$ cat src/rtl/bsso_pkg.sv
// ----------------------------------------------------------------------------
// bsso_pkg
// Shared types and constants of the Black-Scholes stencil operator core.
// ----------------------------------------------------------------------------
package bsso_pkg;

   localparam int MAX_GRID_POINTS = 4096;
   localparam int SEEN_W          = $clog2(MAX_GRID_POINTS);

   localparam int QUEUE_DEPTH = 2;
   localparam int QPTR_W      = $clog2(QUEUE_DEPTH);
   localparam int QCNT_W      = $clog2(QUEUE_DEPTH + 1);

   // arithmetic widths
   localparam int OP_W       = 64;   // multiplier operand
   localparam int PROD_W     = 128;  // exact product
   localparam int Q_W        = 48;   // clipped internal quantity
   localparam int SPC_W      = 34;   // grid spacing
   localparam int DIV_Q_BITS = 49;   // quotient bits of 2^48 / h
   localparam int DIV_CNT_W  = $clog2(DIV_Q_BITS);
   localparam int SH_W       = 6;

   // register indexes
   localparam int CSR_IDX_W = 3;
   localparam logic [CSR_IDX_W-1:0] CSR_DIFFUSION = 3'd0;
   localparam logic [CSR_IDX_W-1:0] CSR_DRIFT     = 3'd1;
   localparam logic [CSR_IDX_W-1:0] CSR_DISCOUNT  = 3'd2;
   localparam logic [CSR_IDX_W-1:0] CSR_UNIFORM   = 3'd3;
   localparam logic [CSR_IDX_W-1:0] CSR_INV_SPACE = 3'd4;

   typedef struct packed {
      logic signed [31:0] grid_x;
      logic signed [31:0] point_value;
      logic               final_point;
   } req_type;

   typedef struct packed {
      logic signed [31:0] operator_value;
      logic               at_boundary;
      logic               sweep_done;
      logic               saturated;
   } rsp_type;

   typedef struct packed {
      logic signed [31:0] coeff_diffusion;
      logic signed [31:0] coeff_drift;
      logic signed [31:0] coeff_discount;
      logic               uniform_mode;
      logic [30:0]        inverse_spacing;
   } cfg_type;

   // one work unit handed from front to back
   typedef struct packed {
      logic signed [31:0] xm;
      logic signed [31:0] x0;
      logic signed [31:0] xp;
      logic signed [31:0] vm;
      logic signed [31:0] v0;
      logic signed [31:0] vp;
      logic               lead_valid;
      logic               lead_bnd;
      logic               tail;
   } job_type;

endpackage

$ cat src/rtl/bsso_front.sv
// ----------------------------------------------------------------------------
// bsso_front
// Accepts grid points, keeps the three-point window and queues work units.
// ----------------------------------------------------------------------------
module bsso_front (
   input  logic              clock,
   input  logic              reset,
   input  logic              req_valid,
   output logic              req_ready,
   input  bsso_pkg::req_type req_payload,
   output logic              job_valid,
   input  logic              job_pop,
   output bsso_pkg::job_type job_data
);
   import bsso_pkg::*;

   localparam logic [SEEN_W-1:0] LAST_SEEN = SEEN_W'(MAX_GRID_POINTS - 1);

   logic signed [31:0] win_x_ff [2];
   logic signed [31:0] win_x_in [2];
   logic signed [31:0] win_v_ff [2];
   logic signed [31:0] win_v_in [2];
   logic [SEEN_W-1:0]  seen_ff, seen_in;

   job_type            q_mem_ff [QUEUE_DEPTH];
   logic [QPTR_W-1:0]  wr_ptr_ff, wr_ptr_in;
   logic [QPTR_W-1:0]  rd_ptr_ff, rd_ptr_in;
   logic [QCNT_W-1:0]  cnt_ff, cnt_in;

   logic    accept, fin, push, pop;
   job_type job_new;

   assign req_ready = (cnt_ff != QCNT_W'(QUEUE_DEPTH));
   assign accept    = req_valid && req_ready;
   assign fin       = req_payload.final_point || (seen_ff == LAST_SEEN);

   always_comb begin
      job_new.xm         = win_x_ff[0];
      job_new.x0         = win_x_ff[1];
      job_new.xp         = req_payload.grid_x;
      job_new.vm         = win_v_ff[0];
      job_new.v0         = win_v_ff[1];
      job_new.vp         = req_payload.point_value;
      job_new.lead_valid = (seen_ff != '0);
      job_new.lead_bnd   = (seen_ff == SEEN_W'(1));
      job_new.tail       = fin;
   end

   assign push = accept && (job_new.lead_valid || fin);
   assign pop  = job_pop && job_valid;

   always_comb begin
      win_x_in = win_x_ff;
      win_v_in = win_v_ff;
      seen_in  = seen_ff;
      if (accept) begin
         if (fin) begin
            win_x_in[0] = '0;
            win_x_in[1] = '0;
            win_v_in[0] = '0;
            win_v_in[1] = '0;
            seen_in     = '0;
         end else begin
            win_x_in[0] = win_x_ff[1];
            win_v_in[0] = win_v_ff[1];
            win_x_in[1] = req_payload.grid_x;
            win_v_in[1] = req_payload.point_value;
            seen_in     = seen_ff + SEEN_W'(1);
         end
      end
   end

   always_comb begin
      wr_ptr_in = wr_ptr_ff;
      rd_ptr_in = rd_ptr_ff;
      cnt_in    = cnt_ff;
      if (push) begin
         wr_ptr_in = (wr_ptr_ff == QPTR_W'(QUEUE_DEPTH - 1)) ? '0 : wr_ptr_ff + QPTR_W'(1);
      end
      if (pop) begin
         rd_ptr_in = (rd_ptr_ff == QPTR_W'(QUEUE_DEPTH - 1)) ? '0 : rd_ptr_ff + QPTR_W'(1);
      end
      if (push && !pop) begin
         cnt_in = cnt_ff + QCNT_W'(1);
      end else if (pop && !push) begin
         cnt_in = cnt_ff - QCNT_W'(1);
      end
   end

   always_ff @(posedge clock) begin
      if (reset) begin
         win_x_ff[0] <= '0;
         win_x_ff[1] <= '0;
         win_v_ff[0] <= '0;
         win_v_ff[1] <= '0;
         seen_ff     <= '0;
         wr_ptr_ff   <= '0;
         rd_ptr_ff   <= '0;
         cnt_ff      <= '0;
      end else begin
         win_x_ff  <= win_x_in;
         win_v_ff  <= win_v_in;
         seen_ff   <= seen_in;
         wr_ptr_ff <= wr_ptr_in;
         rd_ptr_ff <= rd_ptr_in;
         cnt_ff    <= cnt_in;
      end
   end

   always_ff @(posedge clock) begin
      if (push) begin
         q_mem_ff[wr_ptr_ff] <= job_new;
      end
   end

   assign job_valid = (cnt_ff != '0);
   assign job_data  = q_mem_ff[rd_ptr_ff];

endmodule

$ cat config.mk
export PLATFORM = sky130hd
export DESIGN_NAME = bsso_front
export DESIGN_NICKNAME = d
export VERILOG_FILES = /design/src/rtl/bsso_pkg.sv /design/src/rtl/bsso_front.sv
export SDC_FILE = /design/constraint.sdc
export NUM_CORES = 1
export LEC_CHECK = 0
export BUFFER_PORTS_ARGS = -buffer_cell sky130_fd_sc_hd__buf_2
export CAP_MARGIN = 10
export CORE_UTILIZATION = 55
export DETAILED_ROUTE_END_ITERATION = 8
export PLACE_DENSITY_LB_ADDON = 0.08
export SETUP_SLACK_MARGIN = 0.4
export SYNTH_ARGS = -nofsm -noshare
export SYNTH_HDL_FRONTEND = slang
export SYNTH_SLANG_ARGS = --single-unit
$ cat constraint.sdc
create_clock -name clock -period 8.47 [get_ports clock]
set_input_delay 0.847 -clock clock [delete_from_list [all_inputs] [get_ports clock]]
set_output_delay 0.847 -clock clock [all_outputs]
set_load 0.005 [all_outputs]
==> flow_summary.rst <==
.. list-table::
   :header-rows: 1

   * - Metric
     - Value
   * - Startpoint of the worst register-to-register path
     - cnt_ff[0]
   * - Flip-flop and latch count after synthesis
     - 535
   * - Period utilisation layout
     - 46.64%
   * - Commonest cells after routing, fill and taps aside
     - 390 x sky130_fd_sc_hd__edfxtp_1, 265 x sky130_fd_sc_hd__buf_2, 262 x sky130_fd_sc_hd__nand2_1
   * - CP delay by family, top
     - buffers and inverters
   * - Post-CTS sizing
     - 0
   * - Required time worst endpoint
     - 7.62 ns
   * - Overall die area
     - 35910 um^2
   * - Max Freq
     - 253.1 MHz
   * - Critical path capture point type
     - output port
   * - Critical R2R Capture
     - q_mem_ff[0][56]
   * - First-pass GRT wire length
     - 56490 um
   * - Number of top-level design ports
     - 266
   * - Static leakage
     - 0.008079 uW
   * - DR vias
     - 10660
   * - Fill cell count
     - 2576
   * - Class of the tightest hold or removal check
     - reg -> reg
   * - Max-slew headroom
     - 22.43%
   * - Simple-gate portion of the synthesized area
     - 6.413%
   * - Number of antenna violations at the first check in global routing
     - 2
   * - Power density of the placed cells
     - 295.7 nW/um^2
   * - Starting Density
     - 55.97%
   * - Startpoint Class
     - flip-flop
   * - Global-route usage over all layers
     - 20.27%
   * - CTS Buf Count
     - 52
   * - Proportion of layout cells with a drive suffix above 1
     - 34.89%
   * - Signed area change from the synthesized netlist to the final layout
     - 16.66%
   * - Critical path peak fanout
     - 79
   * - Die extent in y
     - 189.5 um
   * - Sink of the worst hold path
     - q_mem_ff[1][72]
   * - Non-filler instance count after layout
     - 2025
   * - CTS clock-pin slew for the worst setup and hold paths
     - 0.06 ns
   * - Floorplan row count
     - 68
   * - Cell count after placement
     - 1928
   * - Worst skew pair latency
     - 0.56 ns
   * - CTS tree
     - built
   * - XOR/XNOR share of the synthesized area
     - 0.4530%
   * - HPWL reported at the end of detailed placement
     - 20720 um
   * - Pins over their slew limit
     - 0
   * - Cts-stage hold buffer count
     - 0
   * - Place WS
     - 4.248 ns
   * - Cell Chain, Critical Path
     - buf_4, mux2_2, buf_2
   * - Number of hold violations in the final report
     - 0
   * - Mapped Nets
     - 1340
   * - Maximum number of buffers from clock root to sink
     - 3
   * - Placement Cell Area
     - 20940 um^2
   * - Global route total overflow
     - 0
   * - Largest net degree at the start of global routing
     - 118
   * - Count of port buffers added during placement
     - 265
   * - IR Drop Worst-Case VDD
     - 186.2 uV
   * - Adder-cell area share of the yosys netlist
     - 0.2589%
   * - Wire length per cell
     - 18.06 um
   * - Slowest Stage Delay on Critical Path
     - 0.95 ns
   * - YS warnings
     - 0
   * - Starting DRT DRC Count
     - 710
   * - Post-synthesis sequential area ratio
     - 75.59%
   * - Core region area
     - 34540 um^2
   * - Critical-path cell with the highest stage delay
     - sky130_fd_sc_hd__buf_4
   * - Combinational family with the most area after synthesis
     - multiplexers
   * - DRC errors left
     - 0
   * - Setup TNS Final
     - 0 ns
   * - Run status
     - completed
   * - Unrepaired setup endpoints after global routing
     - no
   * - Layout Skew
     - 0.01465 ns
   * - Via count of the first global-routing pass
     - 10390
   * - Register-to-Register Setup Slack
     - 4.56 ns
   * - Netlist area before placement
     - 19330 um^2
   * - Launch point of the worst hold path
     - job_new[72]
   * - Post-route antenna net violation count
     - 0
   * - Post-CTS setup buffer count
     - 0
   * - Final net count
     - 1600
   * - Worst Reg-to-Reg Cells
     - 5
   * - Worst Path Class, Setup
     - reg -> out
   * - Total wire length after detailed routing
     - 36570 um
   * - Number of unique standard cell types used by synthesis
     - 35
   * - Post-layout minimum cycle time
     - 3.950 ns
   * - H-tree depth
     - 2
   * - Combined buffer and inverter count along the critical path
     - 2
   * - Synth Area in Compound Gates
     - 3.838%
   * - Leading cell type in the layout, fill and taps excluded
     - sky130_fd_sc_hd__edfxtp_1
   * - Syn Area/Cell
     - 15.26 um^2
   * - Gate count after technology mapping
     - 1267
   * - Final setup vio count
     - 0
   * - Number of cells on the worst hold path
     - 0
   * - Die Wd
     - 189.5 um
   * - First-pass detailed-route iteration total
     - 6
   * - Library cell used as clock root buffer
     - sky130_fd_sc_hd__clkbuf_16
   * - Clk sinks
     - 535
   * - Post-Layout Inst Area
     - 22560 um^2
   * - Final Worst Setup Slack
     - 4.520 ns
   * - Arrival @ worst endpoint
     - 3.10 ns
   * - Max-capacitance violation count
     - 0
   * - Multiplexer share of the synthesized area
     - 11.36%
   * - Routed vias/inst
     - 5.263
   * - Transition time of the tightest slew-check pin
     - 1.164 ns
   * - Placer congestion estimate
     - 0.7310
## kinds of logic after synthesis
group,count (synthesis)
AOI/OAI and AO/OA,145
xor gates and xnor gates,10
adders and majority gates,4
buffers and inverters,72
DFF,535
muxes,195
and+or+nand+nor,306
## worst register-to-register path, stage by stage, from the launching register on
cell and delay (ns):
sky130_fd_sc_hd__dfxtp_1 0.39, sky130_fd_sc_hd__nand2b_1 0.43, sky130_fd_sc_hd__nand2_4 0.49, sky130_fd_sc_hd__or3_1 0.61, sky130_fd_sc_hd__inv_8 0.60, sky130_fd_sc_hd__buf_4 0.97
## where the power goes
| part | switching [uW] | total, uW | internal, uW | leakage (uW) |
|---|---|---|---|---|
| clock | 903 | 2150 | 1240 | 0.000787 |
| combinational | 699 | 1260 | 565 | 0.00245 |
| sequential | 128 | 3260 | 3130 | 0.00484 |
## stage by stage
stage                     hold WS, ns  utilization, %  total power (uW)
after global placement         0.4290           60.62              4589
after CTS                      0.4520           65.28              6755
after global routing           0.4613           65.29              6965
after floorplan                0.4254               -              4097
after detailed placement       0.4381           60.62              4605
final                          0.4496           65.30              6670
## synthesized netlist by cell type (all sizes together)
cell / instances / area share, %
nand2: 263 / 5.1
xor2: 9 / 0.41
xnor2: 1 / 0.045
o21ai: 5 / 0.13
or2: 2 / 0.065
and3: 2 / 0.065
edfxtp: 390 / 61
ha: 4 / 0.26
a21o: 1 / 0.039
or3: 5 / 0.16
nand3: 5 / 0.13
nor2: 11 / 0.21
and4: 1 / 0.045
inv: 4 / 0.078
a21oi: 135 / 3.5
nand4: 5 / 0.19
clkbuf: 24 / 0.47
buf: 44 / 1.5
dfxtp: 145 / 15
or4: 3 / 0.12
a31oi: 1 / 0.032
o31ai: 2 / 0.10
nor3: 1 / 0.026
o21bai: 1 / 0.039
and2: 5 / 0.16
nand2b: 2 / 0.065
mux2: 195 / 11
nor4: 1 / 0.065
## flip-flops by register name, summed over array words and instances (netlist names), named ones only
signal / count
rd_ptr_ff: 1
cnt_ff: 2
wr_ptr_ff: 1
q_mem_ff: 390
seen_ff: 12
job_new: 128
## how the worst max path moves through the flow
stage / cells past startpoint / to
after global routing: 5 / q_mem_ff[0][91]
after CTS: 3 / job_data[168]
after detailed placement: 5 / q_mem_ff[0][55]
after global placement: 5 / q_mem_ff[0][87]
final: 3 / job_data[168]
after floorplan: 5 / q_mem_ff[1][0]
## area by class of cell
cell class | instances | area [um^2] | area share (%)
antenna | 2 | 5.005 | 0.02219
timing repair buffer | 274 | 1394 | 6.180
tap | 455 | 569.3 | 2.524
clock buffer | 82 | 1545 | 6.851
inverter | 4 | 22.52 | 0.09985
clock inverter | 13 | 65.06 | 0.2885
multi-input combinational | 660 | 4337 | 19.23
sequential | 535 | 14620 | 64.81
## per-layer routing
layer,GRT usage (%),up-vias,wire length (um)
met2,33.14,270,17800
li1,-,5103,-
met5,0,-,0
met4,6.452,0,868
met3,5.412,59,2458
met1,26.42,5226,15440
Note: power is estimated with default switching activity, not from simulation.
